**src/hdl/skht_pkg.sv**
```systemverilog
package skht_pkg;

  localparam logic [31:0] HASH_SEED     = 32'd1315423911;
  localparam logic [4:0]  KEY_MAX_BYTES = 5'd19;
  localparam int unsigned KEY_BITS      = 152;

  typedef enum logic [2:0] {
    ST_STORED  = 3'd0,
    ST_UPDATED = 3'd1,
    ST_HIT     = 3'd2,
    ST_MISS    = 3'd3,
    ST_FULL    = 3'd4
  } status_e;

  typedef enum logic {
    ACT_PUT = 1'b0,
    ACT_GET = 1'b1
  } action_e;

  typedef struct packed {
    logic               action;
    logic [63:0]        key_lo;
    logic [63:0]        key_mid;
    logic [23:0]        key_hi;
    logic [4:0]         key_length;
    logic signed [31:0] value_in;
  } in_t;

  typedef struct packed {
    status_e            status;
    logic signed [31:0] value_out;
  } out_t;

  // One memory word per slot
  typedef struct packed {
    logic               valid;
    logic [63:0]        key_lo;
    logic [63:0]        key_mid;
    logic [23:0]        key_hi;
    logic [4:0]         key_length;
    logic signed [31:0] value;
  } slot_t;

  // Handshake between queue and its neighbors
  typedef struct packed {
    logic push;
    logic pop;
  } q_ctrl_t;

  typedef struct packed {
    logic full;
    logic empty;
  } q_stat_t;

  typedef enum logic [1:0] {
    F_IDLE,
    F_HASH,
    F_MOD,
    F_PUSH
  } front_state_e;

  typedef enum logic [2:0] {
    B_CLEAR,
    B_IDLE,
    B_READ,
    B_CMP,
    B_ACT
  } back_state_e;

endpackage

```
**src/hdl/skht_queue.sv**
```systemverilog
module skht_queue
  import skht_pkg::*;
#(
  parameter int unsigned WIDTH = 32
) (
  input  logic             clk_i,
  input  logic             rst_ni,
  input  q_ctrl_t          ctrl_i,
  output q_stat_t          stat_o,
  input  logic [WIDTH-1:0] wdata_i,
  output logic [WIDTH-1:0] rdata_o
);

  logic [WIDTH-1:0] entry_q [2];
  logic             wptr_q, rptr_q;
  logic [1:0]       count_q;
  logic             do_push, do_pop;

  assign do_push = ctrl_i.push && (count_q != 2'd2);
  assign do_pop  = ctrl_i.pop && (count_q != 2'd0);

  always_ff @(posedge clk_i or negedge rst_ni) begin
    if (!rst_ni) begin
      wptr_q  <= 1'b0;
      rptr_q  <= 1'b0;
      count_q <= 2'd0;
    end else begin
      if (do_push) begin
        wptr_q <= ~wptr_q;
      end
      if (do_pop) begin
        rptr_q <= ~rptr_q;
      end
      count_q <= count_q + {1'b0, do_push} - {1'b0, do_pop};
    end
  end

  always_ff @(posedge clk_i) begin
    if (do_push) begin
      entry_q[wptr_q] <= wdata_i;
    end
  end

  assign rdata_o      = entry_q[rptr_q];
  assign stat_o.full  = (count_q == 2'd2);
  assign stat_o.empty = (count_q == 2'd0);

endmodule

```
**config.mk**
```make
export PLATFORM = sky130hd
export DESIGN_NAME = skht_queue
export DESIGN_NICKNAME = d
export VERILOG_FILES = /design/src/hdl/skht_pkg.sv /design/src/hdl/skht_queue.sv
export SDC_FILE = /design/constraint.sdc
export NUM_CORES = 1
export LEC_CHECK = 0
export ABC_AREA = 1
export BUFFER_PORTS_ARGS = -buffer_cell sky130_fd_sc_hd__buf_2
export CAP_MARGIN = 20
export CORE_MARGIN = 8
export CORE_UTILIZATION = 51
export DETAILED_ROUTE_END_ITERATION = 8
export PLACE_DENSITY_LB_ADDON = 0.08
export SYNTH_ARGS = -nofsm -noshare
export SYNTH_HDL_FRONTEND = slang
export SYNTH_SLANG_ARGS = --single-unit
```
**constraint.sdc**
```tcl
create_clock -name clk_i -period 3.1 [get_ports clk_i]
set_clock_uncertainty 0.05 [all_clocks]
set_input_delay 0.775 -clock clk_i [delete_from_list [all_inputs] [get_ports clk_i]]
set_output_delay 0.775 -clock clk_i [all_outputs]
set_load 0.005 [all_outputs]
```
==> impl_metrics.py <==
metrics = {
    "setup_path": {
        "arrival_ns": 1.75,
        "reg2reg_depth": 4,
        "crit_path_frequent_cell": "nand2_1",
        "crit_path_max_incr_delay_ns": 0.88,
        "cp_slowest_cell": "dfrtp_1",
        "end_kind": "output port",
        "cp_max_fo": 33,
        "crit_path_start_kind": "flop",
        "cp_cell_sequence": "inv_8 -> nand2_1 -> nand2_1 -> buf_2",
        "required_ns": 2.27,
        "path_class": "reg -> out",
    },
    "worst_hold_path": {
        "hold_class": "in -> async",
    },
    "final_layout": {
        "nNetsFinal": 316,
        "fill_cells": 419,
        "areaGrowthSynthToFinish_pct": 20.8,
        "final_cell_mix": "99 x nand2_1, 69 x buf_2, 64 x edfxtp_1",
        "final_common_cell": "nand2_1",
        "seqCellArea_sq_um": 2020,
        "final_cells": 351,
        "drive_gt1_share_pct": 34.5,
        "diodes": 0,
        "final_util_pct": 62.8,
        "multiInputGateArea_sq_um": 485,
    },
    "routing": {
        "wl_per_cell_um": 13.3,
        "firstDrtPassIters": 4,
        "drt-vias-per-instance": 4.52,
        "vias": 1586,
        "drcViolationCount": 0,
        "ant_nets": 0,
        "totalWireLength_um": 4670,
        "drt-initial-drc-count": 95,
    },
    "cts": {
        "clock_path_buffers": 2,
        "cts_htree_levels": 3,
        "postCtsHoldBufs": 0,
        "clk_pin_slew_ns": 0.06,
        "cts_buffers": 9,
        "post_cts_resized": 0,
        "clock-sinks": 68,
        "ctsRootBufferMaster": "clkbuf_8",
        "cts_setup_buffers": 0,
        "cts_tree": "done",
        "clk_latency_ns": 0.32,
    },
    "global_routing": {
        "grt_util_met1_pct": 14.3,
        "grt_max_degree": 34,
        "grt_use_met2_pct": 20.9,
        "grt_use_met3_pct": 5.72,
        "grt_busiest_layer": "met2",
        "grt_usage_pct": 13.1,
        "antenna_found_initial": 0,
        "overflow": 0,
        "grt_pass1_vias": 1646,
        "grt_pass1_wl_um": 7390,
    },
    "sta": {
        "fin_setup_tns_ns": 0,
        "drv_slew": 0,
        "worst_slack_ns": 0.524,
        "fin_crit_ns": 2.58,
        "finalCritPeriodShare_pct": 83.1,
        "finalSetupViolCount": 0,
        "hold_viol": 0,
        "rsz0062_at_grt": "false",
        "fmax_mhz": 388,
        "worstMarginPinSlew_ns": 0.825,
        "relSlewSlack_pct": 45.0,
    },
    "power": {
        "leakage_nw": 1.43,
        "ir_worst_vdd_mv": 0.499,
        "cellPowerDensity_nw_per_um2": 878,
        "total_power_mw": 2.78,
    },
    "placement": {
        "pre_cts_ws_ns": 0.853,
        "place_inst": 337,
        "hpwl_um": 3210,
        "place.gp.congestion": 0.760,
        "io_buffers": 69,
    },
    "die": {
        "initial_core_util_pct": 52.0,
        "core_area_sq_um": 5040,
        "rows": 26,
        "die_h_um": 87.7,
        "dieArea_sq_um": 7690,
        "die_width_um": 87.7,
        "io_pins": 70,
    },
    "synthesis": {
        "synth_area_sq_um": 2620,
        "synth_top_family_by_area": "simple AND/OR/NAND/NOR gates",
        "synthXorXnorAreaFrac_pct": 0,
        "synthCells": 201,
        "muxShareOfSynthArea_pct": 0,
        "synthAdderAreaFrac_pct": 0.955,
        "ys_warn_count": 0,
        "seq_area_frac_synth_pct": 77.2,
        "synth_compound_area_share_pct": 0,
        "synth_cell_types": 12,
        "syn_nets": 239,
        "synth_simple_gate_area_share_pct": 17.3,
        "synth-seq-cells": 68,
        "syn_area_per_cell_sq_um": 13.0,
    },
    "job": {
        "max_cap_viol_count": 0,
    },
    "outcome": {
        "status": "completed",
    },
}
through the flow:
stage / cell area [sq um] / hold slack [ns]
final: 3170 / 0.196
after global routing: 3170 / 0.188
after CTS: 3170 / 0.185
after detailed placement: 3020 / 0.416
after global placement: 3020 / 0.405
after floorplan: 2620 / 0.392
cells by family (layout without fill, tap and decap cells):
logic type,count (synthesis),count (layout)
buffers and inverters,18,98
and+or+nand+nor,113,113
DFF,68,68
adders and majority gates,2,2
cell usage after synthesis, drive strengths merged:
master / number / area, sq um
nand2: 109 / 434
edfxtp: 64 / 1920
inv: 11 / 48.8
buf: 7 / 71.3
dfrtp: 4 / 100
nand3: 3 / 15.0
ha: 2 / 25.0
nor2: 1 / 3.75
power by group:
group | leakage, nW | internal, mW | switching, mW
sequential | 0.643 | 1.26 | 0.100
combinational | 0.708 | 0.336 | 0.523
clock | 0.0792 | 0.274 | 0.289
registers in the layout (all words and copies together) (netlist names):
register / cells
rptr_q: 1
entry_q: 64
count_q: 2
wptr_q: 1
critical path: cells and delay by family, from the launching register on:
family / cells / cell delay, ns
flip-flops: 1 / 0.88
buffers and inverters: 2 / 0.35
AND/OR/NAND/NOR: 2 / 0.19
path summary, 6_finish.rpt:
path	startpoint	to	slack (ns)
worst max register to register	wptr_q	entry_q[0][9]	1.28
worst min-delay path	rst_ni	rptr_q	0.20
worst min register to register	wptr_q	wptr_q	0.43
worst max-delay path	rptr_q	rdata_o[24]	0.52
min in group clk_i	wptr_q	wptr_q	0.43
max in group asynchronous	rst_ni	wptr_q	2.68
layout make-up:
cell class,instances,share of cell area (%)
clock buffers,10,4.03
clock inverters,4,0.593
inverters,11,1.54
multi-input cells,115,15.3
flip-flops and latches,68,63.9
well taps,70,2.77
repair buffers,73,11.9
metal layers:
metal  share of wire [%]  vias up  wire, um
li1                    -      815         -
met5                   0        -         0
met4                 1.3        0        63
met3                 8.7        8       406
met2                  48       48      2240
met1                  42      715      1960
(Power assumes the default switching activity.)
