## src/hdl/skht_pkg.sv

```systemverilog
package skht_pkg;

  localparam logic [31:0] HASH_SEED     = 32'd1315423911;
  localparam logic [4:0]  KEY_MAX_BYTES = 5'd19;
  localparam int unsigned KEY_BITS      = 152;

  typedef enum logic [2:0] {
    ST_STORED  = 3'd0,
    ST_UPDATED = 3'd1,
    ST_HIT     = 3'd2,
    ST_MISS    = 3'd3,
    ST_FULL    = 3'd4
  } status_e;

  typedef enum logic {
    ACT_PUT = 1'b0,
    ACT_GET = 1'b1
  } action_e;

  typedef struct packed {
    logic               action;
    logic [63:0]        key_lo;
    logic [63:0]        key_mid;
    logic [23:0]        key_hi;
    logic [4:0]         key_length;
    logic signed [31:0] value_in;
  } in_t;

  typedef struct packed {
    status_e            status;
    logic signed [31:0] value_out;
  } out_t;

  // One memory word per slot
  typedef struct packed {
    logic               valid;
    logic [63:0]        key_lo;
    logic [63:0]        key_mid;
    logic [23:0]        key_hi;
    logic [4:0]         key_length;
    logic signed [31:0] value;
  } slot_t;

  // Handshake between queue and its neighbors
  typedef struct packed {
    logic push;
    logic pop;
  } q_ctrl_t;

  typedef struct packed {
    logic full;
    logic empty;
  } q_stat_t;

  typedef enum logic [1:0] {
    F_IDLE,
    F_HASH,
    F_MOD,
    F_PUSH
  } front_state_e;

  typedef enum logic [2:0] {
    B_CLEAR,
    B_IDLE,
    B_READ,
    B_CMP,
    B_ACT
  } back_state_e;

endpackage

```

## src/hdl/skht_front.sv

```systemverilog
module skht_front
  import skht_pkg::*;
#(
  parameter int unsigned BUCKETS = 1024,
  parameter int unsigned BW      = 10
) (
  input  logic          clk_i,
  input  logic          rst_ni,
  input  logic          in_valid_i,
  output logic          in_stall_o,
  input  in_t           in_i,
  input  logic          clear_busy_i,
  input  q_stat_t       q_stat_i,
  output logic          push_o,
  output logic [BW-1:0] bucket_o,
  output in_t           item_o
);

  // floor(2^(32+BW) / BUCKETS) + 1 gives the exact quotient for any 32-bit hash
  localparam logic [63:0] RECIP   = ((64'd1 << (32 + BW)) / 64'(BUCKETS)) + 64'd1;
  localparam logic [32:0] RECIP_M = RECIP[32:0];

  front_state_e state_q, state_d;
  in_t          item_q, item_d;
  logic [31:0]  hash_q, hash_d;
  logic [4:0]   cnt_q, cnt_d;
  logic [BW-1:0] rem_q, rem_d;
  logic [31:0]  quo_q, quo_d;

  logic [4:0]          len_sat;
  logic [KEY_BITS-1:0] key_raw;
  logic [KEY_BITS-1:0] key_msk;
  logic [KEY_BITS-1:0] key_cur;
  logic [7:0]          key_byte;
  logic [31:0]         byte_ext;
  logic [64:0]         quo_full;
  logic [31:0]         rem_full;

  assign len_sat = (in_i.key_length > KEY_MAX_BYTES) ? KEY_MAX_BYTES : in_i.key_length;
  assign key_raw = {in_i.key_hi, in_i.key_mid, in_i.key_lo};

  // drop bytes beyond the key length
  always_comb begin
    for (int i = 0; i < 19; i++) begin
      key_msk[i*8 +: 8] = (5'(i) < len_sat) ? key_raw[i*8 +: 8] : 8'h00;
    end
  end

  assign key_cur  = {item_q.key_hi, item_q.key_mid, item_q.key_lo};
  assign key_byte = key_cur[{cnt_q, 3'b000} +: 8];
  assign byte_ext = {{24{key_byte[7]}}, key_byte};
  assign quo_full = 65'(hash_q) * 65'(RECIP_M);
  assign rem_full = hash_q - quo_q * 32'(BUCKETS);

  always_ff @(posedge clk_i or negedge rst_ni) begin
    if (!rst_ni) begin
      state_q <= F_IDLE;
    end else begin
      state_q <= state_d;
    end
  end

  always_ff @(posedge clk_i) begin
    item_q <= item_d;
    hash_q <= hash_d;
    cnt_q  <= cnt_d;
    rem_q  <= rem_d;
    quo_q  <= quo_d;
  end

  always_comb begin
    state_d    = state_q;
    item_d     = item_q;
    hash_d     = hash_q;
    cnt_d      = cnt_q;
    rem_d      = rem_q;
    quo_d      = quo_q;
    in_stall_o = 1'b1;
    push_o     = 1'b0;
    case (state_q)
      F_IDLE: begin
        in_stall_o = clear_busy_i;
        if (in_valid_i && !clear_busy_i) begin
          item_d.action     = in_i.action;
          item_d.key_lo     = key_msk[63:0];
          item_d.key_mid    = key_msk[127:64];
          item_d.key_hi     = key_msk[151:128];
          item_d.key_length = len_sat;
          item_d.value_in   = in_i.value_in;
          hash_d  = HASH_SEED;
          cnt_d   = 5'd0;
          state_d = F_HASH;
        end
      end
      F_HASH: begin
        // one key byte per cycle
        if (cnt_q == item_q.key_length) begin
          cnt_d   = 5'd0;
          rem_d   = '0;
          state_d = F_MOD;
        end else begin
          hash_d = hash_q ^ ((hash_q << 5) + byte_ext + (hash_q >> 2));
          cnt_d  = cnt_q + 5'd1;
        end
      end
      F_MOD: begin
        // quotient by reciprocal multiplication, then the remainder
        if (cnt_q == 5'd0) begin
          quo_d = 32'(quo_full >> (32 + BW));
          cnt_d = 5'd1;
        end else begin
          rem_d   = BW'(rem_full);
          state_d = F_PUSH;
        end
      end
      F_PUSH: begin
        if (!q_stat_i.full) begin
          push_o  = 1'b1;
          state_d = F_IDLE;
        end
      end
      default: state_d = F_IDLE;
    endcase
  end

  assign bucket_o = rem_q;
  assign item_o   = item_q;

endmodule

```

## config.mk

```make
export PLATFORM = sky130hd
export DESIGN_NAME = skht_front
export DESIGN_NICKNAME = d
export VERILOG_FILES = /design/src/hdl/skht_pkg.sv /design/src/hdl/skht_front.sv
export SDC_FILE = /design/constraint.sdc
export NUM_CORES = 1
export LEC_CHECK = 0
export BUFFER_PORTS_ARGS = -buffer_cell sky130_fd_sc_hd__buf_2
export CAP_MARGIN = 40
export CORE_ASPECT_RATIO = 0.5
export CORE_MARGIN = 8
export CORE_UTILIZATION = 47
export DETAILED_ROUTE_END_ITERATION = 6
export PLACE_DENSITY = 0.74
export REMOVE_ABC_BUFFERS = 1
export SETUP_SLACK_MARGIN = 0.3
export SYNTH_ARGS = -nofsm -noshare
export SYNTH_HDL_FRONTEND = slang
export SYNTH_SLANG_ARGS = --single-unit
```

## constraint.sdc

```tcl
create_clock -name clk_i -period 6 [get_ports clk_i]
set_clock_uncertainty 0.2 [all_clocks]
set_input_delay 0.3 -clock clk_i [delete_from_list [all_inputs] [get_ports clk_i]]
set_output_delay 0.3 -clock clk_i [all_outputs]
set_load 0.05 [all_outputs]
```

==> impl_metrics.ini, run 1 <==
[synth]
avg_inst_size_synth_um2 = 13.35
yosysTopAreaCellShare = 0.5570
synth_common_cells = edfxtp_1 (237), nor2b_1 (97), and2_1 (72)
synth.largest_area_cell = edfxtp_1
postSynthCellCount = 957
synth_enable_flop_cells = 237
ys_seq_elements = 239
yosys_warnings = 0
synth_top_flop_cell = edfxtp_1
synthMostInstantiatedCell = edfxtp_1
async_reset_ff_frac = 0.008368
synth-seq-area-share = 0.5610
synth_top_cells_by_area = edfxtp_1 (56%), nor2b_1 (4.7%), ha_1 (4.2%), fa_1 (4.1%), mux4_2 (4.1%)
yosysUniqueCellTypes = 66
synth.cell_area_um2 = 12780

[timing]
finalSetupViolations = 0
report.final.slew_viol_count = 0
max_slew_margin = 0.4107
worstMarginPinSlew_ns = 0.8839
period_utilisation_layout = 0.8778
holdWs_ns = 0.08947
period_minus_slack_ns = 5.267
grt_setup_unrepaired = no
finalHoldViolCount = 0
fin_tns_setup_ns = 0
clock.fmax_mhz = 189.9

[detailed_routing]
post_drt_via_cell_ratio = 5.580
route.vias.total = 10750
drt-initial-drc-count = 986
route.detailed.wl_per_inst_um = 24.17
finalWirelength_um = 46580
route.antenna.remaining_nets = 0
drc = 0
drtPass1Iterations = 5

[global_routing]
globalRouteOverflowTotal = 0
initial_antenna_violation_count = 11
grt_first_pass_wirelength_um = 69390
grt_start_max_net_pins = 122
track_usage = 0.2701
vias_in_the_first_global_route = 11450

[worst_setup_path]
r2r_cells = 14
startpoint_type = flip-flop
crit_path_max_incr_delay_ns = 0.84
reg2reg_slack_ns = 0.73
crit_path_top_delay_cell = edfxtp_1
timing.critical_path.arrival_ns = 5.35
r2r_end = hash_q[24]$_SDFFCE_PP0P_
number_of_gates_on_the_worst_path_with_buffers_counted = 14
crit_path_end_kind = flip-flop
crit_family = compound AO/OA/AOI/OAI gates
critical_path.reg2reg.startpoint = cnt_q[1]$_DFFE_PP_
startpoint = cnt_q[1]$_DFFE_PP_
critical_path_required_ns = 6.08
path_cells = buf_4 -> mux4_2 -> mux4_2 -> a2bb2oi_1 -> fa_1 -> inv_1 -> ha_1 -> a21o_1 -> a221oi_2 -> o21a_1 -> o21ai_2 -> o21a_1 -> o31ai_1 -> mux2_1
critPathBufInv = 2
worstSetupEndpoint = hash_q[24]$_SDFFCE_PP0P_
timing.setup.critical_path_class = reg -> reg
critical_path_fanout_max = 15

[layout]
area_growth_syn_to_fin_pct = 40.16
final_net_count = 1814
final_layout_size_suffix_gt1_frac = 0.3146
fin_cells = 1927

[placed_design]
finalWeightedCongestion = 0.9403
place_hpwl_um = 32770
port_buffers = 396
placedCellCount = 1686

[outcome]
outcome = completed

[run]
timing.max_cap.violations = 0

[floorplanning]
die_width_um = 249.2
floorplan.core_area_um2 = 26590
rows = 42
die_area_um2 = 33040
design.portCount = 398
die_y_um = 132.6
floorplan.initialDensity = 0.4805

[clocking]
post_cts_resized = 0
clock_sinks = 239
tritoncts = yes
cts.reportedPaths.clkPinSlew_ns = 0.07
cts-root-to-sink-buffers = 3
clock_tree_root_buffer_cell = clkbuf_16
h-tree-depth = 1
clk-insertion-delay-late_ns = 0.53
tritoncts.num_buffers = 24

[power_and_ir_drop]
cellLeakagePower_nw = 7.189
ir_worst_vdd_v = 0.0004502
power_density_nw_per_um2 = 718.1

[hold_path]
holdCritPathClass = in -> reg
==> metrics by stage <==
step / power (W) / worst slack [ns] / instance area [µm²] / utilization
6_report: 0.01286 / 0.7333 / 17910 / 0.6734
5_1_grt: 0.01382 / 0.4084 / 17910 / 0.6734
4_1_cts: 0.01280 / 0.7392 / 17880 / 0.6724
3_5_place_dp: 0.01112 / 0.7922 / 15210 / 0.5721
3_3_place_gp: 0.01091 / 0.8138 / 15120 / 0.5687
2_1_floorplan: 0.009224 / 0.07970 / 12590 / -
==> power by group <==
part	total, W	leakage (nW)	switching, W	internal, W
logic	0.00861	4.61	0.00506	0.00355
clock network	0.00154	0.376	0.000688	0.000853
registers	0.00270	2.20	0.000338	0.00237
total	0.0129	7.19	0.00608	0.00677
==> final cells by class <==
class | count | area [µm²]
fill | 1896 | 8683
sequential | 239 | 7167
multi-input combinational | 663 | 5370
timing repair buffer | 603 | 4056
clock buffer | 29 | 639.4
tap | 352 | 440.4
clock inverter | 15 | 146.4
inverter | 18 | 67.56
antenna | 8 | 20.02
==> what timing repair did <==
| item | in CTS | in global routing |
|---|---|---|
| hold buffers | 188 | 0 |
| endpoints found under the hold margin | 189 | 0 |
| setup buffers | 0 | 0 |
==> cells in the final DEF (no fill, tap or decap), drive strengths merged, types with 12 or more instances in the layout <==
master / Yosys / final
buf: 15 / 415
edfxtp: 237 / 237
dlygate4sd3: 0 / 188
nor2b: 97 / 97
and2: 72 / 72
nand2: 48 / 48
a21oi: 48 / 48
ha: 43 / 43
nor2: 42 / 42
xnor2: 40 / 40
o21ai: 33 / 33
clkbuf: 22 / 29
mux2i: 28 / 28
mux4: 27 / 27
fa: 26 / 26
xor2: 20 / 20
inv: 18 / 18
and3: 12 / 12
nand3: 12 / 12
==> cell families (layout without fill, tap and decap cells) <==
logic type               count (synthesis)  in the layout  share of synthesized area
other                                    0              8                          0
XOR/XNOR                                60             60                    0.04113
multiplexers                            59             59                    0.07423
buffers and inverters                   55            665                    0.01968
AND/OR/NAND/NOR                        315            315                     0.1362
adder cells (fa/ha/maj)                 69             69                    0.08285
flip-flops                             239            239                     0.5610
AO/OA/AOI/OAI                          160            160                    0.08491
==> state kept, by name (all words and copies together), names as in the netlist <==
name	flops
item_o	190
hash_q	32
bucket_o	10
cnt_q	5
state_q	2
==> layer usage <==
layer | GRT usage | part of all wire | vias to the layer above
li1 | - | - | 4733
met1 | 0.3092 | 0.36 | 5276
met2 | 0.4810 | 0.51 | 596
met3 | 0.06488 | 0.081 | 144
met4 | 0.1175 | 0.047 | 4
met5 | 0 | 0.00049 | -
==> worst min path at each step <==
stage	start	endpoint	slack, ns	cells after the start
finish	in_i[32]	item_o[32]$_DFFE_PP_	0.09	2
global route	in_i[34]	item_o[34]$_DFFE_PP_	0.1	2
CTS	in_i[32]	item_o[32]$_DFFE_PP_	0.07	2
detailed placement	rst_ni	state_q[0]$_DFFE_PN0P_	-0.11	1
global placement	rst_ni	state_q[0]$_DFFE_PN0P_	-0.11	1
floorplan	rst_ni	state_q[0]$_DFFE_PN0P_	-0.20	0
Power figures use the tool's default switching activity.
==> run 2, diff against run 1 <==
--- a/config.mk
+++ b/config.mk
@@ -5,7 +5,7 @@
 export SDC_FILE = /design/constraint.sdc
 export NUM_CORES = 1
 export LEC_CHECK = 0
-export BUFFER_PORTS_ARGS = -buffer_cell sky130_fd_sc_hd__buf_2
+export BUFFER_PORTS_ARGS = -buffer_cell sky130_fd_sc_hd__clkbuf_2
 export CAP_MARGIN = 40
 export CORE_ASPECT_RATIO = 0.5
 export CORE_MARGIN = 8
==> run 2 against run 1 <==
  * The run now ends with design-rule violations left
  * Setup slack got worse by 0.011 ns
  * Clock-buffer cell count increased by 5
  * Sequential power about the same
  * Final area increased by 0.15%
  * Sequential share of layout area decreased by 0.058 points
  * Register-to-register slack about the same
  * Utilization increased by 0.099 points
  * First-iteration DRC count increased by 8.7%
  * Critical path type unchanged
==> impl_metrics.ini, run 2 (synthesis gave the netlist of run 1 again) <==
[timing]
period_minus_slack_ns = 5.278
grt_setup_unrepaired = no
clock.fmax_mhz = 189.5
period_utilisation_layout = 0.8797
finalWorstSetupSlack_ns = 0.7221
report.final.slew_viol_count = 0
worstMarginPinSlew_ns = 0.9333
max_slew_margin = 0.3755
finalHoldViolCount = 0
holdWs_ns = 0.05796
finalSetupViolations = 0
fin_tns_setup_ns = 0

[global_routing]
track_usage = 0.2741
vias_in_the_first_global_route = 11640
grt_first_pass_wirelength_um = 70680
initial_antenna_violation_count = 10
grt_start_max_net_pins = 122
globalRouteOverflowTotal = 0

[detailed_routing]
route.vias.total = 10770
post_drt_via_cell_ratio = 5.584
drtPass1Iterations = 7
drc = 6
route.antenna.remaining_nets = 0
finalWirelength_um = 46970
drt-initial-drc-count = 1072
route.detailed.wl_per_inst_um = 24.35

[power_and_ir_drop]
power.net_switching_w = 0.006141
seqPwrFrac = 0.211
switching_share = 0.4753
cellLeakagePower_nw = 7.285
clkPwrFrac = 0.120
ir_worst_vdd_v = 0.0004675
combPwrFrac = 0.669
p_int_w = 0.006779
power_density_nw_per_um2 = 720.5

[run]
timing.max_cap.violations = 0

[layout]
largest_reg_flops = 190
final_cell_mix = clkbuf_2 (396), edfxtp_1 (237), dlygate4sd3_1 (189)
area_growth_syn_to_fin_pct = 40.37
layout.core_utilization = 0.6744
final_common_cell = clkbuf_2
fill_cells = 1881
final_layout_size_suffix_gt1_frac = 0.3127
final_net_count = 1815
design_area_um2 = 17930
area_of_combinational_cells_with_multiple_inputs_um2 = 5370
ff_latch_area_um2 = 7167

[floorplanning]
design.portCount = 398
floorplan.core_area_um2 = 26590
die_area_um2 = 33040
rows = 42
floorplan.initialDensity = 0.4805
die_y_um = 132.6
die_width_um = 249.2

[worst_setup_path]
startpoint_type = flip-flop
reg2reg_slack_ns = 0.72
critical_path_required_ns = 6.09
timing.setup.critical_path_class = reg -> reg
r2r_cells = 14
crit_path_end_kind = flip-flop
r2r_end = hash_q[29]$_SDFFCE_PP0P_
timing.critical_path.arrival_ns = 5.37
critical_path_fanout_max = 24
critical_path.reg2reg.startpoint = cnt_q[0]$_DFFE_PP_

[clocking]
postCtsSetupRepairBufs = 0
clock_sinks = 239
h-tree-depth = 1
clock_tree_root_buffer_cell = clkbuf_16
tritoncts = yes
cts-root-to-sink-buffers = 3
tritoncts.num_buffers = 24
cts.reportedPaths.clkPinSlew_ns = 0.06
clk-insertion-delay-late_ns = 0.57

[hold_path]
min_delay_worst_endpoint = item_o[121]$_SDFFCE_PN0P_
hold_path_depth = 3
holdCritStartpoint = clear_busy_i
holdCritPathClass = in -> reg

[outcome]
outcome = complete, but fails checks
violated_checks = design-rule violations

[placed_design]
pre_cts_ws_ns = 0.7961
port_buffers = 396
dpl_cell_area_um2 = 15210
place_hpwl_um = 32910
finalWeightedCongestion = 0.9207
-- run 2: worst max-delay path: stages, from the launching register on --
cell,delay [ns]
edfxtp_1,0.80
mux4_1,0.68
mux2_2,0.32
nand3_2,0.10
o311ai_4,0.14
buf_4,0.30
fa_1,0.48
ha_1,0.39
a21oi_1,0.31
or3b_1,0.39
a21o_1,0.17
o22ai_2,0.24
o22ai_1,0.14
a21oi_1,0.22
mux2i_1,0.09
-- run 2: final cells by class --
cell class,count,area share
Antenna cell,10,0.001395
Clock buffer,34,0.03837
Clock inverter,9,0.005233
Inverter,18,0.003768
Multi-Input combinational cell,663,0.2994
Sequential cell,239,0.3996
Tap cell,352,0.02456
Timing Repair Buffer,604,0.2276
-- run 2: timing repair --
action | CTS | global route
gates resized for setup | 0 | 0
endpoints found under the setup margin | 0 | 0
hold buffers | 188 | 1
endpoints found under the hold margin | 189 | 3
-- run 2: layer usage --
metal	share of wire	global-route usage	routed length, µm
met5	0	0	0
met4	0.053	0.1373	2492
met3	0.083	0.06508	3895
met2	0.50	0.4795	23660
met1	0.36	0.3144	16920
-- run 2: per-stage QoR --
step,power [W],std cells
2_1_floorplan,0.009224,920
3_3_place_gp,0.01085,1682
3_5_place_dp,0.01112,1686
4_1_cts,0.01280,1917
5_1_grt,0.01393,1929
6_report,0.01292,1929
-- run 2: worst max path at each step --
stage                       start                        to  slack, ns
2_1_floorplan  cnt_q[0]$_DFFE_PP_  hash_q[24]$_SDFFCE_PP0P_       0.08
3_3_place_gp   cnt_q[0]$_DFFE_PP_  hash_q[24]$_SDFFCE_PP0P_       0.88
3_5_place_dp   cnt_q[0]$_DFFE_PP_  hash_q[18]$_SDFFCE_PP1P_       0.80
4_1_cts        cnt_q[0]$_DFFE_PP_  hash_q[18]$_SDFFCE_PP1P_       0.77
5_1_grt        cnt_q[0]$_DFFE_PP_  hash_q[29]$_SDFFCE_PP0P_       0.52
6_report       cnt_q[0]$_DFFE_PP_  hash_q[29]$_SDFFCE_PP0P_       0.72
-- run 2: power groups by stage --
stage | clock (W) | combinational (W) | sequential (W)
4_1_cts | 0.00154 | 0.00854 | 0.00272
2_1_floorplan | 0 | 0.00598 | 0.00324
3_5_place_dp | 0 | 0.00838 | 0.00275
6_report | 0.00154 | 0.00865 | 0.00273
5_1_grt | 0.00163 | 0.00954 | 0.00276
3_3_place_gp | 0 | 0.00811 | 0.00274
==> run 3, diff against run 2 <==
==> config.mk (replaced) <==
export PLATFORM = sky130hd
export DESIGN_NAME = skht_front
export DESIGN_NICKNAME = d
export VERILOG_FILES = /design/src/hdl/skht_pkg.sv /design/src/hdl/skht_front.sv
export SDC_FILE = /design/constraint.sdc
export NUM_CORES = 1
export LEC_CHECK = 0
export CAP_MARGIN = 40
export CORE_ASPECT_RATIO = 0.5
export CORE_MARGIN = 8
export CORE_UTILIZATION = 58
export DETAILED_ROUTE_END_ITERATION = 6
export DONT_BUFFER_PORTS = 1
export PLACE_DENSITY = 0.73
export REMOVE_ABC_BUFFERS = 1
export SETUP_SLACK_MARGIN = 0.3
export SLEW_MARGIN = 25
export SYNTH_ARGS = -nofsm -noshare
export SYNTH_HDL_FRONTEND = slang
export SYNTH_SLANG_ARGS = --single-unit
==> run 3 against run 2 <==
  * The flow finishes with violations (negative hold slack)
  * Critical path type unchanged
  * Via count fell by 13%
  * Utilization up 7.4 points
  * Highest routed layer is now met5
  * Die area shrank 17%
==> impl_metrics.ini, run 3 (synthesis gave the netlist of run 1 again) <==
[outcome]
outcome = complete, but fails checks
violated_checks = negative hold slack

[placed_design]
port_buffers = 0
place_hpwl_um = 29990
placedCellCount = 1241
finalWeightedCongestion = 0.9207

[clocking]
clock_tree_root_buffer_cell = clkbuf_16
clk-insertion-delay-late_ns = 0.55
tritoncts = yes
cts_hold_buf = 205
post_cts_resized = 0
cts-root-to-sink-buffers = 3
postCtsSetupRepairBufs = 0
cts.reportedPaths.clkPinSlew_ns = 0.07
tritoncts.num_buffers = 23
h-tree-depth = 1
clock_sinks = 239

[worst_setup_path]
crit_path_top_delay_cell = edfxtp_1
critical_path.reg2reg.startpoint = cnt_q[0]$_DFFE_PP_
r2r_cells = 14
startpoint = cnt_q[0]$_DFFE_PP_
timing.critical_path.arrival_ns = 5.61
path_cells = buf_12 -> mux4_2 -> mux4_2 -> a2bb2oi_1 -> fa_1 -> inv_1 -> ha_1 -> a21o_1 -> a221oi_2 -> o21a_1 -> o21ai_2 -> o21a_1 -> o31ai_1 -> mux2_1
crit_path_end_kind = flip-flop
crit_path_max_incr_delay_ns = 0.88
critical_path_fanout_max = 20
reg2reg_slack_ns = 0.47
startpoint_type = flip-flop
r2r_end = hash_q[24]$_SDFFCE_PP0P_
timing.setup.critical_path_class = reg -> reg
critical_path_required_ns = 6.09

[timing]
max_slew_margin = 0.4419
period_minus_slack_ns = 5.526
grt_setup_unrepaired = no
fin_tns_setup_ns = 0
finalHoldViolCount = 1
holdWs_ns = -0.02495
finalSetupViolations = 0
clock.fmax_mhz = 181.0
report.final.slew_viol_count = 0
worstMarginPinSlew_ns = 0.8341
period_utilisation_layout = 0.9211

[layout]
final_layout_size_suffix_gt1_frac = 0.08550
final_net_count = 1443
ff_latch_area_um2 = 7167
largest_reg_flops = 190
area_growth_syn_to_fin_pct = 26.79
area_of_combinational_cells_with_multiple_inputs_um2 = 5370
final_cell_mix = edfxtp_1 (237), dlygate4sd3_1 (209), nor2b_1 (97)
final_common_cell = edfxtp_1
fin_cells = 1497
fill_cells = 1259

[global_routing]
initial_antenna_violation_count = 4
track_usage = 0.3114
vias_in_the_first_global_route = 9717
grt_start_max_net_pins = 60
globalRouteOverflowTotal = 0
grt_first_pass_wirelength_um = 63960

[floorplanning]
floorplan.core_area_um2 = 21630
die_y_um = 120.9
floorplan.initialDensity = 0.5906
die_area_um2 = 27320
die_width_um = 225.9
design.portCount = 398
rows = 38

[hold_path]
holdCritPathClass = in -> reg
min_delay_worst_endpoint = item_o[84]$_SDFFCE_PP0P_
holdCritStartpoint = in_i[34]
hold_path_depth = 3

[detailed_routing]
drtPass1Iterations = 5
drc = 0
drt-initial-drc-count = 1054
finalWirelength_um = 43700
post_drt_via_cell_ratio = 6.273
route.vias.total = 9391
route.antenna.remaining_nets = 0
route.detailed.wl_per_inst_um = 29.19

[run]
timing.max_cap.violations = 0
## run 3: cell types whose count changed in the layout (fill, tap and decap cells not counted), sizes merged
cell,delta
buf,+5
clkinv,-6
diode,-6
inv,+2
dlygate4sd3,+20
clkbuf,-401
bufinv,+6
## run 3: final cells by class
class / count / area share
multi-input combinational: 663 / 0.3315
sequential: 239 / 0.4424
timing repair buffer: 233 / 0.1440
clock inverter: 11 / 0.01537
antenna: 4 / 0.0006179
inverter: 18 / 0.004171
tap: 300 / 0.02317
clock buffer: 29 / 0.03877
## run 3: worst max-delay path by stage
stage / endpoint / slack, ns
floorplan: hash_q[24]$_SDFFCE_PP0P_ / 0.08
global placement: hash_q[24]$_SDFFCE_PP0P_ / 0.65
detailed placement: hash_q[24]$_SDFFCE_PP0P_ / 0.60
CTS: hash_q[24]$_SDFFCE_PP0P_ / 0.53
global route: hash_q[24]$_SDFFCE_PP0P_ / 0.32
finish: hash_q[24]$_SDFFCE_PP0P_ / 0.47
## run 3: layer usage
layer  share of wire  global-route usage  wire length, µm
met1            0.36              0.3671            15710
met2            0.51              0.5473            22280
met3           0.089             0.08179             3890
met4           0.041              0.1164             1798
met5         0.00039                   0               17
## run 3: critical path, delay by kind of cell (launching register included)
| family | cells | cell delay, ns |
|---|---|---|
| adder cells (fa/ha/maj) | 2 | 0.75 |
| AO/OA/AOI/OAI | 7 | 1.66 |
| multiplexers | 3 | 1.44 |
| flip-flops | 1 | 0.88 |
| buffers and inverters | 2 | 0.36 |
## run 3: through the flow
step | worst slack, ns | util | instance area, µm²
floorplan | 0.07970 | - | 12590
CTS | 0.5343 | 0.7454 | 16130
finish | 0.4736 | 0.7488 | 16200
detailed placement | 0.6027 | 0.6100 | 13200
global placement | 0.6544 | 0.6064 | 13120
global route | 0.3210 | 0.7487 | 16200
Power of run 3 is left out: the tool's default activity adds up to more than one toggle a clock period on the data nets, which glitch-free logic cannot reach.
